[src/hw/rtl/sync_length_frame_deframer_core_assert.svh]
// ----------------------------------------------------------------------------
// Assertion macros for the sync/length frame deframer
// Shared immediate-consequence and next-cycle property forms.
// ----------------------------------------------------------------------------
`ifndef SYNC_LENGTH_FRAME_DEFRAMER_CORE_ASSERT_SVH
`define SYNC_LENGTH_FRAME_DEFRAMER_CORE_ASSERT_SVH

// The consequence must hold in the same cycle as the antecedent.
`define SLFD_ASSERT_SAME(lbl, ante, cons, msg) \
	lbl: assert property (@(posedge clk) disable iff (!arst_n) (ante) |-> (cons)) \
		else $error(msg);

// The consequence must hold in the cycle after the antecedent.
`define SLFD_ASSERT_NEXT(lbl, ante, cons, msg) \
	lbl: assert property (@(posedge clk) disable iff (!arst_n) (ante) |=> (cons)) \
		else $error(msg);

`endif

[src/hw/rtl/slfd_pkg.sv]
// ----------------------------------------------------------------------------
// slfd_pkg
// Types and codes shared by the sync/length frame deframer.
// ----------------------------------------------------------------------------
`timescale 1ns / 1ps
`default_nettype none

package slfd_pkg;

	localparam int BYTE_W = 8;
	localparam int STATUS_W = 2;
	localparam int POS_W = 6;
	localparam int CFG_IDX_W = 2;

	typedef logic [BYTE_W-1:0] byte_t;
	typedef logic [STATUS_W-1:0] status_t;
	typedef logic [POS_W-1:0] pos_t;
	typedef logic [CFG_IDX_W-1:0] cfg_idx_t;

	// Result status codes.
	localparam status_t STATUS_GOOD = 2'd0;
	localparam status_t STATUS_BAD_CHECK = 2'd1;
	localparam status_t STATUS_TOO_LONG = 2'd2;

	// Configuration register indexes.
	localparam cfg_idx_t CFG_FIRST_SYNC = 2'd0;
	localparam cfg_idx_t CFG_SECOND_SYNC = 2'd1;

	// Register reset values.
	localparam byte_t FIRST_SYNC_RST = 8'hAA;
	localparam byte_t SECOND_SYNC_RST = 8'h55;

endpackage

`default_nettype wire

[src/hw/rtl/slfd_ram.sv]
// ----------------------------------------------------------------------------
// slfd_ram
// Generic single-write, single-read RAM with a registered read port.
// ----------------------------------------------------------------------------
`timescale 1ns / 1ps
`default_nettype none

module slfd_ram #(
	parameter int WIDTH = 8,
	parameter int DEPTH = 64
) (
	input  wire logic                     clk,
	input  wire logic                     wr_en,
	input  wire logic [$clog2(DEPTH)-1:0] wr_addr,
	input  wire logic [WIDTH-1:0]         wr_data,
	input  wire logic                     rd_en,
	input  wire logic [$clog2(DEPTH)-1:0] rd_addr,
	output logic      [WIDTH-1:0]         rd_data
);

	logic [WIDTH-1:0] mem_q [DEPTH];
	logic [WIDTH-1:0] rd_data_q;

	always_ff @(posedge clk) begin
		if (wr_en) begin
			mem_q[wr_addr] <= wr_data;
		end
		if (rd_en) begin
			rd_data_q <= mem_q[rd_addr];
		end
	end

	assign rd_data = rd_data_q;

endmodule

`default_nettype wire

[src/hw/rtl/sync_length_frame_deframer_core.sv]
// ----------------------------------------------------------------------------
// sync_length_frame_deframer_core
// Parses sync/type/length/payload/check frames out of a received byte stream.
// ----------------------------------------------------------------------------
// Usage: received bytes arrive on the input channel (in_valid, in_stall,
// rx_byte), one byte per transfer. The block hunts for the two sync bytes set
// in the configuration registers, then takes a type byte, a length byte, the
// payload bytes and an XOR check byte. Each result leaves on the output
// channel (out_valid, out_stall and the result fields) as one transfer.
// A byte that ends no frame is absorbed and gives no result. A good frame with
// payload is replayed from the payload RAM, one result at a time: the read
// state reads the RAM, then the write state loads the output register once
// it is free. in_stall is held high for the whole replay. Error results and
// the empty-packet result come out in the cycle after the byte that caused
// them.
// If the receiver holds out_stall, the output register keeps its result and
// the input is stalled for as long as that result waits, even for bytes that
// would give no result.
// Reset returns the parser to hunting and restores the default sync bytes;
// the payload RAM is not cleared, as only entries written in the current
// frame are ever read back. Configuration writes are applied at once and
// should only be made while the block is idle.
// ----------------------------------------------------------------------------
`timescale 1ns / 1ps
`default_nettype none

module sync_length_frame_deframer_core #(
	parameter int MAX_PAYLOAD = 64
) (
	input  wire logic               clk,
	input  wire logic               arst_n,
	// Configuration write port
	input  wire logic               cfg_wen,
	input  wire slfd_pkg::cfg_idx_t cfg_index,
	input  wire slfd_pkg::byte_t    cfg_data,
	// Input channel
	input  wire logic               in_valid,
	output logic                    in_stall,
	input  wire slfd_pkg::byte_t    rx_byte,
	// Output channel
	output logic                    out_valid,
	input  wire logic               out_stall,
	output slfd_pkg::status_t       status,
	output slfd_pkg::byte_t         packet_type,
	output slfd_pkg::byte_t         packet_length,
	output logic                    has_data,
	output slfd_pkg::byte_t         data_byte,
	output slfd_pkg::pos_t          byte_position,
	output logic                    last
);

	import slfd_pkg::*;

	`include "sync_length_frame_deframer_core_assert.svh"

	localparam int IDX_W = $clog2(MAX_PAYLOAD);
	localparam int CNT_W = $clog2(MAX_PAYLOAD + 1);
	localparam byte_t MAX_LEN = BYTE_W'(MAX_PAYLOAD);

	// Parser and replay sequencer states.
	localparam logic [2:0] ST_SYNC1 = 3'd0;
	localparam logic [2:0] ST_SYNC2 = 3'd1;
	localparam logic [2:0] ST_TYPE = 3'd2;
	localparam logic [2:0] ST_LENGTH = 3'd3;
	localparam logic [2:0] ST_PAYLOAD = 3'd4;
	localparam logic [2:0] ST_CHECK = 3'd5;
	localparam logic [2:0] ST_RD = 3'd6;
	localparam logic [2:0] ST_WR = 3'd7;

	logic [2:0] state_q, state_d;
	byte_t first_sync_q, second_sync_q;
	byte_t held_type_q, held_type_d;
	byte_t held_length_q, held_length_d;
	logic [CNT_W-1:0] count_q, count_d;
	byte_t check_q, check_d;
	logic [IDX_W-1:0] rep_idx_q, rep_idx_d;

	// Output register.
	logic out_valid_q;
	status_t status_q;
	byte_t type_q, length_q, data_q;
	logic has_data_q, last_q;
	pos_t pos_q;

	// Result that the sequencer presents for loading into the output register.
	typedef struct packed {
		logic    load;
		status_t status;
		byte_t   ptype;
		byte_t   plength;
		logic    has_data;
		byte_t   data;
		pos_t    pos;
		logic    last;
	} result_t;

	result_t res;

	logic out_free;
	logic in_take;
	logic replaying;
	logic rep_last;
	byte_t chk_next;
	logic [CNT_W-1:0] count_inc;
	logic ram_we, ram_re;
	byte_t ram_rdata;

	// The output register can take a new result when empty or being drained.
	assign out_free = !out_valid_q || !out_stall;
	assign replaying = (state_q == ST_RD) || (state_q == ST_WR);
	assign in_stall = replaying || !out_free;
	assign in_take = in_valid && !in_stall;

	// XOR unit for the running check update, shared by the length and payload states.
	assign chk_next = check_q ^ rx_byte;
	assign count_inc = count_q + CNT_W'(1);
	assign rep_last = (BYTE_W'(rep_idx_q) + BYTE_W'(1)) == held_length_q;

	assign ram_we = in_take && (state_q == ST_PAYLOAD);
	assign ram_re = (state_q == ST_RD);

	slfd_ram #(
		.WIDTH(BYTE_W),
		.DEPTH(MAX_PAYLOAD)
	) u_payload_ram (
		.clk     (clk),
		.wr_en   (ram_we),
		.wr_addr (count_q[IDX_W-1:0]),
		.wr_data (rx_byte),
		.rd_en   (ram_re),
		.rd_addr (rep_idx_q),
		.rd_data (ram_rdata)
	);

	always_comb begin
		state_d = state_q;
		held_type_d = held_type_q;
		held_length_d = held_length_q;
		count_d = count_q;
		check_d = check_q;
		rep_idx_d = rep_idx_q;
		res = '0;
		res.ptype = held_type_q;
		res.plength = held_length_q;
		res.last = 1'b1;
		unique case (state_q)
			ST_SYNC1: begin
				if (in_take && (rx_byte == first_sync_q)) begin
					state_d = ST_SYNC2;
				end
			end
			ST_SYNC2: begin
				if (in_take) begin
					state_d = (rx_byte == second_sync_q) ? ST_TYPE : ST_SYNC1;
				end
			end
			ST_TYPE: begin
				if (in_take) begin
					held_type_d = rx_byte;
					check_d = rx_byte;
					state_d = ST_LENGTH;
				end
			end
			ST_LENGTH: begin
				if (in_take) begin
					held_length_d = rx_byte;
					count_d = '0;
					check_d = chk_next;
					if (rx_byte > MAX_LEN) begin
						// Oversized frame: report it and resync.
						res.load = 1'b1;
						res.status = STATUS_TOO_LONG;
						res.plength = rx_byte;
						state_d = ST_SYNC1;
					end else if (rx_byte == '0) begin
						state_d = ST_CHECK;
					end else begin
						state_d = ST_PAYLOAD;
					end
				end
			end
			ST_PAYLOAD: begin
				if (in_take) begin
					count_d = count_inc;
					check_d = chk_next;
					if (BYTE_W'(count_inc) >= held_length_q) begin
						state_d = ST_CHECK;
					end
				end
			end
			ST_CHECK: begin
				if (in_take) begin
					rep_idx_d = '0;
					if (check_q != rx_byte) begin
						res.load = 1'b1;
						res.status = STATUS_BAD_CHECK;
						state_d = ST_SYNC1;
					end else if (held_length_q == '0) begin
						res.load = 1'b1;
						res.status = STATUS_GOOD;
						state_d = ST_SYNC1;
					end else begin
						state_d = ST_RD;
					end
				end
			end
			ST_RD: begin
				state_d = ST_WR;
			end
			ST_WR: begin
				if (out_free) begin
					res.load = 1'b1;
					res.status = STATUS_GOOD;
					res.has_data = 1'b1;
					res.data = ram_rdata;
					res.pos = POS_W'(rep_idx_q);
					res.last = rep_last;
					if (rep_last) begin
						state_d = ST_SYNC1;
					end else begin
						rep_idx_d = rep_idx_q + IDX_W'(1);
						state_d = ST_RD;
					end
				end
			end
			default: begin
				state_d = ST_SYNC1;
			end
		endcase
	end

	always_ff @(posedge clk or negedge arst_n) begin
		if (!arst_n) begin
			state_q <= ST_SYNC1;
			first_sync_q <= FIRST_SYNC_RST;
			second_sync_q <= SECOND_SYNC_RST;
			held_type_q <= '0;
			held_length_q <= '0;
			count_q <= '0;
			check_q <= '0;
			rep_idx_q <= '0;
			out_valid_q <= 1'b0;
		end else begin
			state_q <= state_d;
			held_type_q <= held_type_d;
			held_length_q <= held_length_d;
			count_q <= count_d;
			check_q <= check_d;
			rep_idx_q <= rep_idx_d;
			if (cfg_wen) begin
				unique case (cfg_index)
					CFG_FIRST_SYNC: first_sync_q <= cfg_data;
					CFG_SECOND_SYNC: second_sync_q <= cfg_data;
					default: begin
					end
				endcase
			end
			if (out_free) begin
				out_valid_q <= res.load;
			end
		end
	end

	// Result payload: loaded only when a result enters the output register.
	always_ff @(posedge clk) begin
		if (out_free && res.load) begin
			status_q <= res.status;
			type_q <= res.ptype;
			length_q <= res.plength;
			has_data_q <= res.has_data;
			data_q <= res.data;
			pos_q <= res.pos;
			last_q <= res.last;
		end
	end

	assign out_valid = out_valid_q;
	assign status = status_q;
	assign packet_type = type_q;
	assign packet_length = length_q;
	assign has_data = has_data_q;
	assign data_byte = data_q;
	assign byte_position = pos_q;
	assign last = last_q;

	`SLFD_ASSERT_SAME(a_replay_blocks_input, replaying, in_stall,
		"input transfer possible during payload replay")
	`SLFD_ASSERT_SAME(a_replay_idx_in_frame, state_q == ST_WR,
		BYTE_W'(rep_idx_q) < held_length_q,
		"replay index beyond frame length")
	`SLFD_ASSERT_SAME(a_no_data_is_last, out_valid_q && !has_data_q, last_q,
		"result without data is not marked last")
	`SLFD_ASSERT_NEXT(a_last_replay_resyncs,
		(state_q == ST_WR) && out_free && rep_last, state_q == ST_SYNC1,
		"parser did not return to hunting after the last replayed byte")
	`SLFD_ASSERT_SAME(a_ram_write_in_payload, ram_we,
		{1'b0, count_q} < {1'b0, CNT_W'(MAX_PAYLOAD)},
		"payload write beyond the payload RAM")

endmodule

`default_nettype wire
[config.mk]
export PLATFORM = sky130hd
export DESIGN_NAME = sync_length_frame_deframer_core
export DESIGN_NICKNAME = d
export VERILOG_FILES = /design/src/hw/rtl/slfd_pkg.sv /design/src/hw/rtl/slfd_ram.sv /design/src/hw/rtl/sync_length_frame_deframer_core.sv
export VERILOG_INCLUDE_DIRS = /design/src /design/src/hw/rtl
export SDC_FILE = /design/constraint.sdc
export NUM_CORES = 1
export LEC_CHECK = 0
export BUFFER_PORTS_ARGS = -buffer_cell sky130_fd_sc_hd__buf_2
export CAP_MARGIN = 20
export CORE_MARGIN = 3
export CORE_UTILIZATION = 35
export CTS_CLUSTER_DIAMETER = 150
export CTS_CLUSTER_SIZE = 24
export DETAILED_ROUTE_END_ITERATION = 8
export HOLD_SLACK_MARGIN = 0.15
export PLACE_DENSITY = 0.54
export SYNTH_ARGS = -nofsm -noshare
export SYNTH_HDL_FRONTEND = slang
export SYNTH_HIERARCHICAL = 1
export SYNTH_SLANG_ARGS = --single-unit
[constraint.sdc]
create_clock -name clk -period 4.3 [get_ports clk]
set_input_delay 0.215 -clock clk [delete_from_list [all_inputs] [get_ports clk]]
set_output_delay 0.215 -clock clk [all_outputs]
set_load 0.05 [all_outputs]
-- Word level (Yosys, flattened, before mapping)
Memories as Yosys holds them, arrays and structs flattened. A register that Yosys moved wholly into a read port is not among the register bits.
Cells that the tools add are included.
- logic and storage cells: 111
- output and inout port bits: 36
- register bits: 91
- memories kept: 1
- input bits: 23
- memory bits (writable): 512
- memory list (memory ; depth ; width ; read ports ; clocked after memory_dff ; write ports ; line ; text):
    u_payload_ram.mem_q ; 64 ; 8 ; 1 ; 1 ; 1 ; slfd_ram.sv:21 ; logic [WIDTH-1:0] mem_q [DEPTH];
- muxes and demuxes: 38
- eq/ne operators: 22
- magnitude comparators: 2
- reduce and logical (&&, ||, !) cells: 28
- bitwise operators: 1
- add/subtract/negate cells: 3
- operators with widths (kind ; count):
    $mux W3 ; 18
    $mux W8 ; 5
    $pmux W3 S8 ; 1
    $mux W6 ; 3
    $eq A8 B8 Y1 ; 2
    $logic_not A8 Y1 ; 2
    $mux W16 ; 1
    $ne A2 B2 Y1 const B ; 8
    $pmux W8 S2 ; 1
    $mux W7 ; 2
    $pmux W7 S2 ; 1
    $eq A3 B3 Y1 const B ; 4
    $pmux W6 S2 ; 1
    $reduce_and A2 Y1 ; 5
    $pmux W3 S3 ; 1
    $eq A7 B8 Y1 ; 1
    $ge A7 B8 Y1 ; 1
    $gt A8 B7 Y1 const B ; 1
    $ne A8 B8 Y1 ; 1
    $reduce_and A8 Y1 ; 1
    $xor A8 B8 Y8 ; 1
    $add A6 B1 Y7 const B ; 1
    $add A7 B1 Y7 const B ; 1
    $add A6 B1 Y6 const B ; 1
    15 further kinds ; 30

-- Logic depth before layout (Yosys ltp)
- word-level depth: 9
- depth in mapped cells: 9
- gate-level depth less buffers: 9

-- Modules after synthesis
The synthesis kept the hierarchy.
- by module, submodules not included (module ; cells an instance ; sequential area each (sq um) ; area an instance (sq um) ; times used):
    slfd_ram ; 940 ; 15615.0 ; 20246.9 ; 1
    sync_length_frame_deframer_core ; 427 ; 2457.4 ; 4689.5 ; 1

-- Worst setup path before layout
Ideal clock, no wire load.
- path type: register to register
- start: register out_valid_q, in the netlist out_valid
- end: register pos_q[0], in the netlist byte_position[0], enable pin
- arrival time: 2570 ps
- path buffers: 1
- slack: 1338 ps
- setup time: 392 ps
- clock period less this slack: 2962 ps
- data required time: 3908 ps
- cell stages (with the launch flop): 7
- path through: dfrtp_1 > nand2_1 > nand2_1 > nor3_1 > clkbuf_1 > a21oi_1 > nand2_1
- cells in the longest elaborated chain, start to end: 9
- elaborated cells on any way between the ends: 11
- those cells by class: 4 x mux; 7 x reduce/logical
- RTL lines (what ; line ; text):
    from (decl) ; sync_length_frame_deframer_core.sv:79 ; logic out_valid_q;
    from (signal assigned) ; sync_length_frame_deframer_core.sv:259 ; out_valid_q <= res.load;
    $logic_not A1 Y1 (*) ; sync_length_frame_deframer_core.sv:109 ; assign out_free = !out_valid_q || !out_stall;
    $logic_or A1 B1 Y1 (*) ; sync_length_frame_deframer_core.sv:109 ;
    $logic_not A1 Y1 ; sync_length_frame_deframer_core.sv:111 ; assign in_stall = replaying || !out_free;
    $logic_or A1 B1 Y1 ; sync_length_frame_deframer_core.sv:111 ;
    $logic_not A1 Y1 ; sync_length_frame_deframer_core.sv:112 ; assign in_take = in_valid && !in_stall;
    $logic_and A1 B1 Y1 ; sync_length_frame_deframer_core.sv:112 ;
    $mux W3 (on tied branches) ; sync_length_frame_deframer_core.sv:192, sync_length_frame_deframer_core.sv:165 ;
    $pmux W3 S3 ; sync_length_frame_deframer_core.sv:146 ; unique case (state_q)
    $logic_and A1 B1 Y1 (*) ; sync_length_frame_deframer_core.sv:266 ; if (out_free && res.load) begin
    to (signal assigned) ; sync_length_frame_deframer_core.sv:272 ; pos_q <= res.pos;
    to (decl) ; sync_length_frame_deframer_core.sv:83 ; pos_t pos_q;
Every way passes the cells marked *; elsewhere a longest branch is shown, timed or not.
A chain may end at the register's enable or synchronous reset.

-- Final worst setup path
- start: register state_q[1]
- end: memory u_payload_ram.mem_q[38][6], enable pin
- cells in the longest elaborated chain, start to end: 8
- elaborated cells on any way between the ends: 10
- those cells by class: 3 x eq/ne; 2 x mux; 5 x reduce/logical
- RTL lines (what ; line ; text):
    from (decl) ; sync_length_frame_deframer_core.sv:70 ; logic [2:0] state_q, state_d;
    from (signal assigned) ; sync_length_frame_deframer_core.sv:244 ; state_q <= state_d;
    $eq A3 B3 Y1 ; sync_length_frame_deframer_core.sv:110 ; assign replaying = (state_q == ST_RD) || (state_q == ST_WR);
    $logic_or A1 B1 Y1 ; sync_length_frame_deframer_core.sv:110 ;
    $logic_or A1 B1 Y1 ; sync_length_frame_deframer_core.sv:111 ;
    $logic_not A1 Y1 ; sync_length_frame_deframer_core.sv:112 ;
    $logic_and A1 B1 Y1 ; sync_length_frame_deframer_core.sv:112 ;
    $logic_and A1 B1 Y1 (*) ; sync_length_frame_deframer_core.sv:119 ; assign ram_we = in_take && (state_q == ST_PAYLOAD);
    via ram_we ; sync_length_frame_deframer_core.sv:105 ; logic ram_we, ram_re;
    $mux W1 (*) ; slfd_ram.sv:25 ; if (wr_en) begin
    $mux W1 (not written as such) (*) ; slfd_ram.sv:26 ; mem_q[wr_addr] <= wr_data;
    to (decl) ; slfd_ram.sv:21 ;
The timed path passes the listed nets; every way through them passes the cells marked *.

==> impl_metrics.csv <==
group,metric,value,unit
status,outcome,"completed",
cells_and_area,regArea,18100,um^2
floorplanning,floorplan.die.width,273,um
drt,avgRoutedWirePerCell,25.2,um
timing,setup_viol,0,
floorplanning,ios,59,
floorplanning,die-area,74500,um^2
drt,route.met3.wl,3940,um
grt,antenna_found_initial,4,
cells_and_area,fillers,6303,
pwr,power_density,516,nW/um^2
drt,drc_errors,0,
synth,ys_types,72,
synth,syn_area_per_cell,18.2,um^2
drt,postRouteAntennaNets,0,
pwr,power,0.0142,W
critical_path,path_delay_family,"simple AND/OR/NAND/NOR gates",
critical_path,reg2reg_to,"u_payload_ram/mem_q[38][6]$_DFFE_PP_",
pwr,total_leakage_power,8.57,nW
placement,port_buffers,58,
drt,top_layer,"met4",
drt,first_pass_iters,5,
placement,place_inst,2346,
synth,ys_warn_count,6,
critical_path,critPathCapture,"u_payload_ram/mem_q[38][6]$_DFFE_PP_",
flow_run,drv_cap,0,
synth,synthTopCellsByCount,"edfxtp_1 (554), mux4_2 (126), nor2_1 (103)",
synth,syn_nets,1399,
cts,clk_path_buf_depth,3,
placement,dpl.hpwl,38800,um
cells_and_area,antenna-diode-count,0,
grt,grt_pass1_wl,90500,um
critical_path,crit_required,4.55,ns
critical_path,arrival,4.02,ns
drt,wl_met1,26900,um
cts,path_clk_slew,0.10,ns
grt,grt_max_degree,66,
cells_and_area,drive_gt1_share,23.3,%
timing,relSlewSlack,28.3,%
cells_and_area,stdcell_count,2422,
cts,ctsHtreeMaxLevel,1,
critical_path,reg2reg_from,"state_q[1]$_DFFE_PN0P_",
drt,num_vias,13100,
drt,drt-vias-per-instance,5.40,
cts,numCtsBuffers,29,
cts,cts.sinks,611,
synth,netlist_top_cells_area,"edfxtp_1 (67%), mux4_2 (11%), dfrtp_1 (4.9%)",
critical_path,critPathBufInv,1,
grt,grt_usage,16.3,%
timing,setup_tns,0,ns
synth,ys.flop_type,"edfxtp_1",
timing,hold-worst-slack,0.200,ns
cts,postCtsSetupBuffers,0,
floorplanning,die_h,273,um
synth,async_flop_share,9.33,%
cells_and_area,fin_area,27500,um^2
critical_path,critPathLaunch,"state_q[1]$_DFFE_PN0P_",
synth,synth_area_leader_cell,"edfxtp_1",
synth,synth_top_cell_area_share,66.7,%
cts,cts_resized,0,
cells_and_area,final_nets,1491,
critical_path,critPathSlowestCell,"nor2_1",
pwr,ir_worst_vdd,313,uV
critical_path,worstPathCellList,"nand2b_1 > or3_1 > clkinv_1 > nor2b_1 > nand3_1 > nor2_1",
timing,clock_skew,0.0212,ns
critical_path,worst-path-stages,6,
cts,insertion_delay,0.62,ns
critical_path,reg2reg_depth,6,
floorplanning,core,70300,um^2
timing,grt_setup_unrepaired,"no",
synth,synth_most_common_cell,"edfxtp_1",
timing,min_period,3.77,ns
synth,ys_ff_latch,611,
timing,report.final.slew_viol_count,0,
grt,grt_pass1_vias,13300,
synth,synth_area,24900,um^2
grt,overflow,0,
timing,hold_viol,0,
critical_path,rrSetupSlack,0.53,ns
min_path,hold_path_class,"input port to flip-flop",
critical_path,worst-path-max-fanout,21,
cts,clockRootBuffer,"clkbuf_16",
drt,routed_wl,61200,um
timing,worst_pin_slew,1.07,ns
cells_and_area,area.growth.synth_to_final,10.4,%
critical_path,start_kind,"flip-flop",
synth,synth_edf_count,554,
critical_path,slowest_delay,0.74,ns
synth,postSynthCellCount,1367,
critical_path,critPathKind,"flip-flop to flip-flop",
drt,wl_met2,28900,um
placement,gp_congestion,0.808,
floorplanning,core.rowCount,97,
cts,tritoncts,"built",
timing,fmax,265,MHz
cells_and_area,multi_input_area,6380,um^2
floorplanning,floorplan.initialDensity,35.5,%
timing,period_share,87.7,%
placement,dpl_cell_area,26500,um^2
synth,synth-seq-area-share,72.5,%
drt,first_iter_violations,1423,
critical_path,worst_setup_path_end_kind,"flip-flop",
cts,cts_hold_buf,22,
worst min-delay path, stage by stage:
cell and delay, ns:
buf_2 0.31, nand2_1 0.14, o21ai_0 0.07
cells in the final DEF, fill, tap and decap left out, types with 4 or more instances in the layout:
cell and n:
clkbuf_16 29, a221oi_1 14, o22ai_1 25, inv_1 10
o221ai_1 8, edfxtp_1 554, mux4_2 126, clkbuf_1 23
nand3b_1 4, buf_2 58, nor2_1 103, mux2i_1 23
xnor2_1 17, nor3_1 11, dlygate4sd3_1 22, buf_4 58
nand2_1 55, a211oi_1 7, mux2_2 40, nand4_1 5
nor2b_1 15, nand2b_1 12, o21a_1 4, nand3_1 37
a21oi_1 18, o21ai_0 26, ha_1 9, xor2_1 20
dfstp_2 8, a22o_1 5, nor4_1 10, dfrtp_1 45
and3_1 13
routing by layer:
metal,up-vias,GRT usage (%)
met5,-,0
met4,0,3.97
met3,75,3.08
met2,431,26.0
met1,6910,23.0
li1,5655,-
state kept, by name, indices dropped and copies added, names as in the netlist:
signal / cells
u_payload_ram/mem_q: 512
check_q: 8
data_byte: 8
first_sync_q: 8
held_length_q: 8
held_type_q: 8
packet_length: 8
packet_type: 8
second_sync_q: 8
u_payload_ram/rd_data: 8
count_q: 7
byte_position: 6
rep_idx_q: 6
state_q: 3
status: 2
has_data: 1
last: 1
out_valid: 1
metrics by stage:
stage	util (%)	worst slack, ns
CTS	39.2	0.507
global route	39.2	0.246
global placement	37.6	0.694
detailed placement	37.6	0.527
floorplan	-	1.34
finish	39.2	0.529
where the power goes:
group	leakage, nW	internal [W]	switching, W	total (W)
Clock	0.401	0.00130	0.00181	0.00311
Sequential	5.69	0.00686	0.000499	0.00736
Combinational	2.48	0.00158	0.00215	0.00373
kinds of logic after synthesis:
family          count (synthesis)  synth area share [%]
compound gates                145                  4.08
xor+xnor                       37                  1.30
fa+ha+maj                       9                 0.452
buf+inv                        90                  1.95
flops                         611                  72.5
mux                           189                  14.1
simple gates                  286                  5.63
cell type report:
| class | count | share of cell area [%] |
|---|---|---|
| inverter | 11 | 0.150 |
| sequential | 611 | 65.7 |
| clock buffer | 52 | 2.95 |
| clock inverter | 2 | 0.132 |
| tap | 940 | 4.27 |
| timing repair buffer | 140 | 3.58 |
| multi-input combinational | 666 | 23.2 |
how the worst min path moves through the flow:
stage	startpoint	endpoint	slack, ns	cells past startpoint
floorplan	arst_n	check_q[0]$_DFFE_PN0P_	-0.08	0
global placement	arst_n	rep_idx_q[2]$_DFFE_PN0P_	0.41	2
detailed placement	arst_n	rep_idx_q[4]$_DFFE_PN0P_	0.42	2
CTS	rx_byte[3]	held_length_q[3]$_DFFE_PN0P_	0.19	3
global route	rx_byte[3]	held_length_q[3]$_DFFE_PN0P_	0.22	3
finish	rx_byte[3]	held_length_q[3]$_DFFE_PN0P_	0.20	3
No activity file was read; power rests on OpenSTA's default activity.
